==> src/rtl/pfsr_pkg.sv <==
`default_nettype none
// ----------------------------------------------------------------------------
// Packet field rewriter package
// Shared types, codes and constants for the packet field rewriter.
// ----------------------------------------------------------------------------
package pfsr_pkg;

  localparam int NUM_RULES_DEF    = 16;
  localparam int BUFFER_BYTES_DEF = 2048;
  localparam int QUEUE_DEPTH      = 4;

  localparam int OFFSET_W = 11;

  // Request modes on the input channel.
  localparam logic [1:0] MODE_BYTE  = 2'd0;
  localparam logic [1:0] MODE_ADD   = 2'd1;
  localparam logic [1:0] MODE_CLEAR = 2'd2;

  // Status codes of an add request.
  localparam logic [2:0] ST_OK         = 3'd0;
  localparam logic [2:0] ST_FULL       = 3'd1;
  localparam logic [2:0] ST_BAD_SIZE   = 3'd2;
  localparam logic [2:0] ST_BAD_OFFSET = 3'd3;
  localparam logic [2:0] ST_MIN_MAX    = 3'd4;

  localparam logic [31:0] LIMIT_1B   = 32'h0000_00ff;
  localparam logic [31:0] LIMIT_2B   = 32'h0000_ffff;
  localparam logic [31:0] LIMIT_4B   = 32'hffff_ffff;
  localparam logic [31:0] RANGE_FULL = 32'hffff_ffff;

  typedef enum logic [1:0] {
    OP_BYTE,
    OP_ADD,
    OP_CLEAR,
    OP_NOP
  } op_kind_t;

  typedef struct packed {
    logic [1:0]          mode;
    logic [7:0]          data_byte;
    logic                last_byte;
    logic                end_of_batch;
    logic [OFFSET_W-1:0] field_offset;
    logic [7:0]          field_size;
    logic [31:0]         field_min;
    logic [31:0]         field_max;
  } in_t;

  typedef struct packed {
    logic [7:0] out_byte;
    logic       out_last;
    logic [2:0] status;
  } out_t;

  // Classified request handed from the front end to the back end.
  typedef struct packed {
    op_kind_t            kind;
    logic [7:0]          data_byte;
    logic                last_byte;
    logic                end_of_batch;
    logic [2:0]          status;
    logic [OFFSET_W-1:0] field_offset;
    logic [2:0]          field_size;
    logic [31:0]         field_min;
    logic [31:0]         field_range;
  } op_t;

endpackage
`default_nettype wire

==> src/rtl/pfsr_front.sv <==
`default_nettype none
// ----------------------------------------------------------------------------
// Packet field rewriter front end
// Classifies requests, tracks the byte position and checks add requests.
// ----------------------------------------------------------------------------
module pfsr_front #(
  parameter int NUM_RULES    = pfsr_pkg::NUM_RULES_DEF,
  parameter int BUFFER_BYTES = pfsr_pkg::BUFFER_BYTES_DEF,
  parameter int POS_W        = $clog2(BUFFER_BYTES),
  parameter int CNT_W        = $clog2(NUM_RULES + 1)
) (
  input  wire logic          clk,
  input  wire logic          rst_n,
  input  wire pfsr_pkg::in_t in_data,
  input  wire logic          accept,
  output pfsr_pkg::op_t      op,
  output logic [POS_W-1:0]   op_pos
);
  import pfsr_pkg::*;

  localparam int OW    = (POS_W > OFFSET_W) ? POS_W : OFFSET_W;
  localparam int SUM_W = OW + 1;

  logic [POS_W-1:0] pos_r, pos_nxt;
  logic [CNT_W-1:0] cnt_r, cnt_nxt;
  logic [31:0]      limit;
  logic [31:0]      lo_c;
  logic [31:0]      hi_c;
  logic [31:0]      span;
  logic [SUM_W-1:0] end_pos;
  logic             size_ok;
  logic [2:0]       add_status;

  always_comb begin
    size_ok = 1'b1;
    limit   = LIMIT_4B;
    case (in_data.field_size)
      8'd1:    limit = LIMIT_1B;
      8'd2:    limit = LIMIT_2B;
      8'd4:    limit = LIMIT_4B;
      default: size_ok = 1'b0;
    endcase
    lo_c    = (in_data.field_min > limit) ? limit : in_data.field_min;
    hi_c    = (in_data.field_max > limit) ? limit : in_data.field_max;
    span    = hi_c - lo_c + 32'd1;
    end_pos = SUM_W'(in_data.field_offset) + SUM_W'(in_data.field_size);

    if (cnt_r >= CNT_W'(NUM_RULES)) begin
      add_status = ST_FULL;
    end else if (!size_ok) begin
      add_status = ST_BAD_SIZE;
    end else if (end_pos > SUM_W'(BUFFER_BYTES)) begin
      add_status = ST_BAD_OFFSET;
    end else if (lo_c > hi_c) begin
      add_status = ST_MIN_MAX;
    end else begin
      add_status = ST_OK;
    end
  end

  always_comb begin
    op              = '0;
    op.data_byte    = in_data.data_byte;
    op.last_byte    = in_data.last_byte;
    op.end_of_batch = in_data.end_of_batch;
    op.field_offset = in_data.field_offset;
    op.field_size   = in_data.field_size[2:0];
    op.field_min    = lo_c;
    op.field_range  = (span == 32'd0) ? RANGE_FULL : span;
    op_pos          = pos_r;
    pos_nxt         = pos_r;
    cnt_nxt         = cnt_r;
    case (in_data.mode)
      MODE_BYTE: begin
        op.kind = OP_BYTE;
        if (in_data.last_byte) begin
          pos_nxt = '0;
        end else if (pos_r != POS_W'(BUFFER_BYTES - 1)) begin
          pos_nxt = pos_r + POS_W'(1);
        end
      end
      MODE_ADD: begin
        op.kind   = OP_ADD;
        op.status = add_status;
        if (add_status == ST_OK) begin
          cnt_nxt = cnt_r + CNT_W'(1);
        end
      end
      MODE_CLEAR: begin
        op.kind = OP_CLEAR;
        cnt_nxt = '0;
      end
      default: begin
        op.kind = OP_NOP;
      end
    endcase
  end

  // The front keeps its own copy of the rule count; requests stay in order,
  // so it always agrees with the back end once the queue drains.
  always_ff @(posedge clk) begin
    if (!rst_n) begin
      pos_r <= '0;
      cnt_r <= '0;
    end else if (accept) begin
      pos_r <= pos_nxt;
      cnt_r <= cnt_nxt;
    end
  end

endmodule
`default_nettype wire

==> src/rtl/pfsr_queue.sv <==
`default_nettype none
// ----------------------------------------------------------------------------
// Packet field rewriter request queue
// Small in-order queue between the front end and the back end.
// ----------------------------------------------------------------------------
module pfsr_queue #(
  parameter int W     = 8,
  parameter int DEPTH = pfsr_pkg::QUEUE_DEPTH
) (
  input  wire logic         clk,
  input  wire logic         rst_n,
  input  wire logic         push,
  input  wire logic [W-1:0] din,
  output logic              full,
  input  wire logic         pop,
  output logic [W-1:0]      dout,
  output logic              empty
);
  import pfsr_pkg::*;

  localparam int PTR_W = (DEPTH > 1) ? $clog2(DEPTH) : 1;
  localparam int LVL_W = $clog2(DEPTH + 1);

  logic [W-1:0]     mem [DEPTH];
  logic [PTR_W-1:0] wr_ptr_r, rd_ptr_r;
  logic [LVL_W-1:0] level_r;

  assign full  = (level_r == LVL_W'(DEPTH));
  assign empty = (level_r == '0);
  assign dout  = mem[rd_ptr_r];

  always_ff @(posedge clk) begin
    if (push) begin
      mem[wr_ptr_r] <= din;
    end
  end

  always_ff @(posedge clk) begin
    if (!rst_n) begin
      wr_ptr_r <= '0;
      rd_ptr_r <= '0;
      level_r  <= '0;
    end else begin
      if (push) begin
        wr_ptr_r <= (wr_ptr_r == PTR_W'(DEPTH - 1)) ? '0 : wr_ptr_r + PTR_W'(1);
      end
      if (pop) begin
        rd_ptr_r <= (rd_ptr_r == PTR_W'(DEPTH - 1)) ? '0 : rd_ptr_r + PTR_W'(1);
      end
      if (push && !pop) begin
        level_r <= level_r + LVL_W'(1);
      end else if (pop && !push) begin
        level_r <= level_r - LVL_W'(1);
      end
    end
  end

endmodule
`default_nettype wire

==> src/rtl/pfsr_back.sv <==
`default_nettype none
// ----------------------------------------------------------------------------
// Packet field rewriter back end
// Holds the rule table, rewrites packet bytes and advances the counters.
// ----------------------------------------------------------------------------
module pfsr_back #(
  parameter int NUM_RULES = pfsr_pkg::NUM_RULES_DEF,
  parameter int POS_W     = $clog2(pfsr_pkg::BUFFER_BYTES_DEF),
  parameter int CNT_W     = $clog2(NUM_RULES + 1)
) (
  input  wire logic              clk,
  input  wire logic              rst_n,
  input  wire logic              op_valid,
  input  wire pfsr_pkg::op_t     op,
  input  wire logic [POS_W-1:0]  op_pos,
  output logic                   op_pop,
  input  wire logic              out_ready,
  output logic                   out_valid,
  output pfsr_pkg::out_t         out_data
);
  import pfsr_pkg::*;

  localparam int RIW = (NUM_RULES > 1) ? $clog2(NUM_RULES) : 1;
  localparam int OW  = (POS_W > OFFSET_W) ? POS_W : OFFSET_W;

  logic [POS_W-1:0] off_r [NUM_RULES];
  logic [2:0]       size_r [NUM_RULES];
  logic [31:0]      min_r [NUM_RULES];
  logic [31:0]      rng_r [NUM_RULES];
  logic [31:0]      ctr_r [NUM_RULES];
  // Current field value, min plus counter, kept alongside the counter.
  logic [31:0]      val_r [NUM_RULES];

  logic [CNT_W-1:0]     cnt_r;
  logic [NUM_RULES-1:0] live;
  logic [NUM_RULES-1:0] hit;
  logic [7:0]           sel [NUM_RULES];
  logic [OW-1:0]        off_w;
  logic                 wr_en;
  logic                 adv;
  logic [7:0]           byte_v;
  logic                 out_valid_r;
  out_t                 out_r;
  out_t                 res;

  assign op_pop = op_valid && (!out_valid_r || out_ready);
  assign wr_en  = op_pop && (op.kind == OP_ADD) && (op.status == ST_OK);
  assign adv    = op_pop && (op.kind == OP_BYTE) && op.last_byte && op.end_of_batch;
  assign off_w  = OW'(op.field_offset);

  for (genvar i = 0; i < NUM_RULES; i++) begin : g_rule
    logic [POS_W-1:0] d;
    logic [1:0]       sh;
    logic [2:0]       size_m1;

    assign live[i]  = (CNT_W'(i) < cnt_r);
    assign d        = op_pos - off_r[i];
    assign size_m1  = size_r[i] - 3'd1;
    assign sh       = size_m1[1:0] - d[1:0];
    assign hit[i]   = (op_pos >= off_r[i]) && (d < POS_W'(size_r[i]));

    always_comb begin
      case (sh)
        2'd0:    sel[i] = val_r[i][7:0];
        2'd1:    sel[i] = val_r[i][15:8];
        2'd2:    sel[i] = val_r[i][23:16];
        default: sel[i] = val_r[i][31:24];
      endcase
    end

    always_ff @(posedge clk) begin
      if (wr_en && (cnt_r[RIW-1:0] == RIW'(i))) begin
        off_r[i]  <= off_w[POS_W-1:0];
        size_r[i] <= op.field_size;
        min_r[i]  <= op.field_min;
        rng_r[i]  <= op.field_range;
        ctr_r[i]  <= '0;
        val_r[i]  <= op.field_min;
      end else if (adv && live[i]) begin
        if (ctr_r[i] + 32'd1 == rng_r[i]) begin
          ctr_r[i] <= '0;
          val_r[i] <= min_r[i];
        end else begin
          ctr_r[i] <= ctr_r[i] + 32'd1;
          val_r[i] <= val_r[i] + 32'd1;
        end
      end
    end
  end

  // Later rules override earlier ones where fields overlap.
  always_comb begin
    byte_v = op.data_byte;
    for (int i = 0; i < NUM_RULES; i++) begin
      if (live[i] && hit[i]) begin
        byte_v = sel[i];
      end
    end
  end

  always_comb begin
    res = '0;
    case (op.kind)
      OP_BYTE: begin
        res.out_byte = byte_v;
        res.out_last = op.last_byte;
      end
      OP_ADD: begin
        res.status = op.status;
      end
      default: begin
        res = '0;
      end
    endcase
  end

  always_ff @(posedge clk) begin
    if (!rst_n) begin
      cnt_r <= '0;
    end else if (wr_en) begin
      cnt_r <= cnt_r + CNT_W'(1);
    end else if (op_pop && (op.kind == OP_CLEAR)) begin
      cnt_r <= '0;
    end
  end

  always_ff @(posedge clk) begin
    if (!rst_n) begin
      out_valid_r <= 1'b0;
    end else if (op_pop) begin
      out_valid_r <= 1'b1;
    end else if (out_ready) begin
      out_valid_r <= 1'b0;
    end
  end

  always_ff @(posedge clk) begin
    if (op_pop) begin
      out_r <= res;
    end
  end

  assign out_valid = out_valid_r;
  assign out_data  = out_r;

endmodule
`default_nettype wire

==> src/rtl/packet_field_sequential_rewriter.sv <==
`default_nettype none
// An accepted request is written into the queue; the back end pops it and
// registers its result in the output register, which offers it.
// Throughput: one request per cycle, sustained unless the output stalls; the
// back end matches a packet byte against all rules combinationally.
// A four-entry queue lets the input keep flowing while the output stalls.
// Reset: synchronous, active low; clears the rule count, byte position,
// queue and output valid. No clearing pass is needed.
// ----------------------------------------------------------------------------
// Packet field rewriter
// Rewrites packet bytes that fall inside configured fields with counter values.
// ----------------------------------------------------------------------------
module packet_field_sequential_rewriter #(
  parameter int NUM_RULES    = pfsr_pkg::NUM_RULES_DEF,
  parameter int BUFFER_BYTES = pfsr_pkg::BUFFER_BYTES_DEF
) (
  input  wire logic          clk,
  input  wire logic          rst_n,
  input  wire logic          in_valid,
  output logic               in_ready,
  input  wire pfsr_pkg::in_t in_data,
  output logic               out_valid,
  input  wire logic          out_ready,
  output pfsr_pkg::out_t     out_data
);
  import pfsr_pkg::*;

  localparam int POS_W = $clog2(BUFFER_BYTES);
  localparam int CNT_W = $clog2(NUM_RULES + 1);
  localparam int OP_W  = $bits(op_t);
  localparam int Q_W   = OP_W + POS_W;

  op_t              f_op;
  logic [POS_W-1:0] f_pos;
  op_t              b_op;
  logic [POS_W-1:0] b_pos;
  logic [Q_W-1:0]   q_dout;
  logic             q_full;
  logic             q_empty;
  logic             q_pop;
  logic             accept;

  assign in_ready = !q_full;
  assign accept   = in_valid && in_ready;

  pfsr_front #(
    .NUM_RULES    (NUM_RULES),
    .BUFFER_BYTES (BUFFER_BYTES),
    .POS_W        (POS_W),
    .CNT_W        (CNT_W)
  ) u_front (
    .clk     (clk),
    .rst_n   (rst_n),
    .in_data (in_data),
    .accept  (accept),
    .op      (f_op),
    .op_pos  (f_pos)
  );

  pfsr_queue #(
    .W     (Q_W),
    .DEPTH (QUEUE_DEPTH)
  ) u_queue (
    .clk   (clk),
    .rst_n (rst_n),
    .push  (accept),
    .din   ({f_pos, f_op}),
    .full  (q_full),
    .pop   (q_pop),
    .dout  (q_dout),
    .empty (q_empty)
  );

  assign b_op  = op_t'(q_dout[OP_W-1:0]);
  assign b_pos = q_dout[Q_W-1 -: POS_W];

  pfsr_back #(
    .NUM_RULES (NUM_RULES),
    .POS_W     (POS_W),
    .CNT_W     (CNT_W)
  ) u_back (
    .clk       (clk),
    .rst_n     (rst_n),
    .op_valid  (!q_empty),
    .op        (b_op),
    .op_pos    (b_pos),
    .op_pop    (q_pop),
    .out_ready (out_ready),
    .out_valid (out_valid),
    .out_data  (out_data)
  );

endmodule
`default_nettype wire

==> config.mk <==
export PLATFORM = sky130hd
export DESIGN_NAME = packet_field_sequential_rewriter
export DESIGN_NICKNAME = d
export VERILOG_FILES = /design/src/rtl/pfsr_pkg.sv /design/src/rtl/pfsr_front.sv /design/src/rtl/pfsr_queue.sv /design/src/rtl/pfsr_back.sv /design/src/rtl/packet_field_sequential_rewriter.sv
export SDC_FILE = /design/constraint.sdc
export NUM_CORES = 2
export LEC_CHECK = 0
export BUFFER_PORTS_ARGS = -buffer_cell sky130_fd_sc_hd__buf_2
export CORE_ASPECT_RATIO = 0.9
export CORE_MARGIN = 5
export CORE_UTILIZATION = 45
export DETAILED_ROUTE_END_ITERATION = 12
export GPL_ROUTABILITY_DRIVEN = 0
export SYNTH_ARGS = -nofsm -noshare
export SYNTH_HDL_FRONTEND = slang
export SYNTH_HIERARCHICAL = 1
export SYNTH_SLANG_ARGS = --single-unit
==> constraint.sdc <==
create_clock -name clk -period 10.9 [get_ports clk]
set_input_delay 2.18 -clock clk [delete_from_list [all_inputs] [get_ports clk]]
set_output_delay 2.18 -clock clk [all_outputs]
set_load 0.05 [all_outputs]
Word-level counts from Yosys, hierarchy flattened:

Memories as Yosys holds them, arrays and structs flattened. A register that Yosys moved wholly into a read port is not among the register bits.
Cells that the tools add are included.

* flip-flop bits (word level): 41
* bits in writable memories: 2688
* output and inout port bits: 14
* memories: 7

* add/subtract/negate cells: 90
* order comparisons: 53
* eq/ne operators: 75
* multiplexer cells: 463
* bitwise operators: 64
* reduce and logical (&&, ||, !) cells: 171

Memory list
* u_back.ctr_r: words 16, width 32, rd ports 16, clocked after memory_dff 0, wr ports 16, RTL line pfsr_back.sv:30 `logic [31:0] ctr_r [NUM_RULES];`
* u_back.min_r: words 16, width 32, rd ports 16, clocked after memory_dff 0, wr ports 1, RTL line pfsr_back.sv:28 `logic [31:0] min_r [NUM_RULES];`
* u_back.rng_r: words 16, width 32, rd ports 16, clocked after memory_dff 0, wr ports 1, RTL line pfsr_back.sv:29 `logic [31:0] rng_r [NUM_RULES];`
* u_back.val_r: words 16, width 32, rd ports 16, clocked after memory_dff 0, wr ports 16, RTL line pfsr_back.sv:32 `logic [31:0] val_r [NUM_RULES];`
* u_queue.mem: words 4, width 104, rd ports 1, clocked after memory_dff 1, wr ports 1, RTL line pfsr_queue.sv:24 `logic [W-1:0] mem [DEPTH];`
* u_back.off_r: words 16, width 11, rd ports 16, clocked after memory_dff 0, wr ports 1, RTL line pfsr_back.sv:26 `logic [POS_W-1:0] off_r [NUM_RULES];`
* 1 more memories

Operators with widths (number)
* $mux 32: 97
* $add 32x1->32 const B: 33
* $reduce_or 32->1: 30
* $eq 32x32->1: 16
* $pmux 8 s3: 16
* $mux 4: 60
* $mux 1: 225
* $mux 11: 17
* $ge 11x11->1: 16
* $lt 11x3->1: 16
* $sub 11x11->11: 16
* $reduce_or 11->1: 15
* $mux 8: 16
* $gt 32x32->1: 3
* $logic_and 1x1->1: 74
* $mux 3: 22
* $or 1x1->1: 64
* $pmux 32 s2: 1
* $reduce_or 3->1: 16
* $eq 2x2->1 const B: 20
* $lt 4x5->1 const A: 8
* $eq 2x1->1 const B: 18
* $logic_not 2->1: 18
* $eq 4x4->1 const B: 8
* 34 further kinds: 91

Logic depth before layout (Yosys ltp):

* word-level depth: 24
* gate-level depth with buffers: 27
* mapped depth without buffers: 25

Modules after synthesis:

The synthesis kept the hierarchy.

Modules (own cells, without submodules)
* pfsr_back: times used 1, cells an instance 10325, area an instance 121731.8 um2, seq. area each 68705.9 um2
* pfsr_queue: times used 1, cells an instance 588, area an instance 15482.3 um2, seq. area each 12672.2 um2
* pfsr_front: times used 1, cells an instance 916, area an instance 6930.4 um2, seq. area each 320.3 um2
* packet_field_sequential_rewriter: times used 1, cells an instance 3, area an instance 13.8 um2, seq. area each 0.0 um2

Worst setup path before layout:

No wires, ideal clock.

* path kind: input to register
* from: input port in_data[69] (netlist name)
* to: memory u_queue/mem[0][14] (netlist name), data pin
* setup time: 0.175 ns
* data arrival time: 9.515 ns
* slack: 1.210 ns
* stages: 26
* path buffers: 3
* cell sequence: nor3_1 > nand2_1 > nor3_1 > ha_1 > and3_1 > a221o_1 > a221oi_1 > o21ai_0 > a211oi_1 > a21oi_1 > nand2_1 > clkbuf_1 > o21ai_0 > ha_1 > ha_1 > clkbuf_1 > o21a_1 > a21oi_1 > or3_1 > o2111ai_1 > a211oi_1 > nand2_1 > nor4_2 > nand4_2 > buf_6 > o21ai_1

RTL lines
* start, declared: RTL line packet_field_sequential_rewriter.sv:21 `input wire pfsr_pkg::in_t in_data,`
* end, declared: RTL line pfsr_queue.sv:24

==> impl_metrics.csv <==
group,metric,value,unit
status,status,"finished clean",
clocking,cts_tree,"done",
layout,multi_input_area,59160,sq um
layout,nets,12539,
setup_path,worstPathRequired,11570,ps
clocking,cts_resized,0,
placement,dp_hpwl,260.3,mm
route,drtIter0Drc,10833,
global_route,grt_first_pass_wirelength,611.3,mm
setup_path,path_class,"in2reg",
global_route,grt_usage,24.16,%
logic_synthesis,synthFlopType,"edfxtp_1",
layout,finalNonFillerCells,16537,
floorplan,placementRows,197,
clocking,clock_latency,940,ps
placement,place_ws,1037,ps
pwr,vdd_drop_max,0.2763,mV
logic_synthesis,ys_ff_latch,2731,
route,finalWirelength,412.7,mm
clocking,path_clk_slew,60,ps
clocking,clock-sinks,2731,
logic_synthesis,synth.cell_area,144200,sq um
sta,max_slew.worst_pin.slew,1355,ps
route,via_per_inst,5.900,
route,vias,97570,
floorplan,die_y,547.0,microns
layout,final_cell_mix,"2700 x edfxtp_1, 1069 x nand2_1, 971 x nor2_1",
logic_synthesis,synthArstFlopShare,0,%
logic_synthesis,synth-edff-count,2700,
global_route,first_global_vias,94431,
route,wl_per_cell,24.96,microns
placement,dp.cells,15975,
logic_synthesis,syn_inst,11832,
pwr,p_leak,57.23,nW
logic_synthesis,synth_area_per_cell,12.18,sq um
sta,skew,64.49,ps
sta,tns,0,ps
layout,mostFrequentLayoutCell,"edfxtp_1",
sta,hold_slack,512.4,ps
route,ant_nets,0,
sta,rsz0062_at_grt,"false",
sta,fin_crit_sh,84.54,%
setup_path,end_kind,"register",
pwr,power_density,210.0,nW/um^2
route,drcViolationCount,0,
sta,period_minus_slack,9215,ps
layout,n_fill_cell,27679,
hold_path,min_path_type,"reg2reg",
logic_synthesis,yosys_warnings,6,
sta,setup_viol,0,
layout,regArea,81710,sq um
global_route,grt_max_degree,69,
job,maxCapViolCount,0,
setup_path,slowest_delay,590,ps
route,dr.pass1.iters,7,
setup_path,cp.arrival,9880,ps
logic_synthesis,synth.net_count,12363,
setup_path,cp-start-kind,"input port",
sta,relSlewSlack,7.344,%
setup_path,cp_top_family,"compound AO/OA/AOI/OAI gates",
setup_path,timing.critical_path.buf_inv,6,
hold_path,whs_path_depth,2,
setup_path,cpMostUsedCell,"buf_4",
clocking,max-clock-path-buffers,4,
setup_path,cp_max_fo,34,
clocking,htreeDepth,5,
sta,drv_slew,0,
setup_path,crit_slowest_cell,"nand4_2",
floorplan,die_w,606.6,microns
clocking,cts.root.buffer_cell,"clkbuf_16",
logic_synthesis,synth.distinct_cells,114,
global_route,grt-ovfl-total,0,
floorplan,initial_core_util,45.13,%
sta,fin_ws,1685,ps
layout,area_delta_synth_final,10.97,%
floorplan,io_pins,113,
floorplan,core_area,319400,sq um
placement,io_buffers,112,
global_route,antenna_found_initial,50,
setup_path,reg2regPathDepth,15,
clocking,ctsHoldBuffers,0,
setup_path,cp.depth,29,
layout,layout-drive-gt1-share,9.718,%
floorplan,die_area,331800,sq um
clocking,cts_made_buffers,309,
clocking,post-cts-setup-buffer-count,0,
sta,hold_viol_final,0,
sta,fmax,108.5,MHz
logic_synthesis,yosysSeqAreaShare,56.67,%
[path summary, 6_finish.rpt]
kind | from | end | slack, ps
max | in_data[69] | u_queue/mem[0][19] | 1690
min | u_front/cnt_r[3] | u_front/cnt_r[4] | 510
max reg2reg | register | u_back/out_data[9] | 4120
min reg2reg | u_front/cnt_r[3] | u_front/cnt_r[4] | 510
[metal layers]
| metal | track usage [%] | wire (microns) |
|---|---|---|
| met1 | 34.50 | 176000 |
| met2 | 38.33 | 188400 |
| met3 | 3.020 | 33190 |
| met4 | 8.149 | 15120 |
| met5 | 0 | 47 |
[kinds of logic after synthesis]
family | Yosys count | share of synthesized area, %
adders and majority gates | 435 | 3.870
xor gates and xnor gates | 1567 | 9.554
and+or+nand+nor | 3861 | 13.10
muxes | 787 | 7.492
AOI/OAI and AO/OA | 1553 | 6.696
buffers and inverters | 898 | 2.612
DFF | 2731 | 56.67
[worst min-delay path, stage by stage, from the launching register on]
cell     delay (ps)
dfxtp_1         330
nand3_1          80
o21ai_0          60
[state kept, by name (all words and copies together), names as in the netlist, named ones only]
register,flops
u_back/cnt_r,5
u_back/ctr_r,512
u_back/min_r,512
u_back/off_r,176
u_back/out_data,12
u_back/out_valid,1
u_back/rng_r,512
u_back/size_r,48
u_back/val_r,512
u_front/cnt_r,5
u_front/op_pos,11
u_queue/level_r,3
u_queue/mem,416
u_queue/rd_ptr_r,2
u_queue/wr_ptr_r,2
[layout make-up]
cell class                 instances  area share [%]
inverter                         447           1.049
antenna                           14         0.02190
timing repair buffer             316           1.308
clock buffer                     374           5.086
clock inverter                   174           1.131
tap                             4278           3.346
sequential                      2731           51.08
multi-input combinational       8203           36.98
[stage by stage]
| step | cell area (sq um) | total power, W | util (%) |
|---|---|---|---|
| CTS | 159900 | 0.03373 | 50.07 |
| finish | 160000 | 0.03360 | 50.08 |
| floorplan | 144200 | 0.01869 | - |
| detailed placement | 150000 | 0.02328 | 46.95 |
| global route | 159900 | 0.03484 | 50.07 |
| global placement | 150000 | 0.02308 | 46.95 |
[report_power, final]
group / internal, W / total, W / switching [W] / leakage (nW)
clock network: 0.00608 / 0.0104 / 0.00432 / 4.84
registers: 0.0129 / 0.0131 / 0.000133 / 24.6
logic: 0.00305 / 0.0101 / 0.00706 / 27.8
[synthesized netlist by cell type (232+ instances only)]
cell type  number  area share (%)
ha_1          413             3.6
nand3_1       490             1.7
mux2i_1       539             3.7
clkbuf_1      277            0.72
xor2_1        705             4.3
mux4_2        232             3.6
nand4_1       282             1.2
edfxtp_1     2700              56
nand2_1      1074             2.8
nor2_1        987             2.6
o21ai_0       672             2.3
xnor2_1       858             5.2
inv_1         447             1.2
No activity file was read; power rests on OpenSTA's default activity.
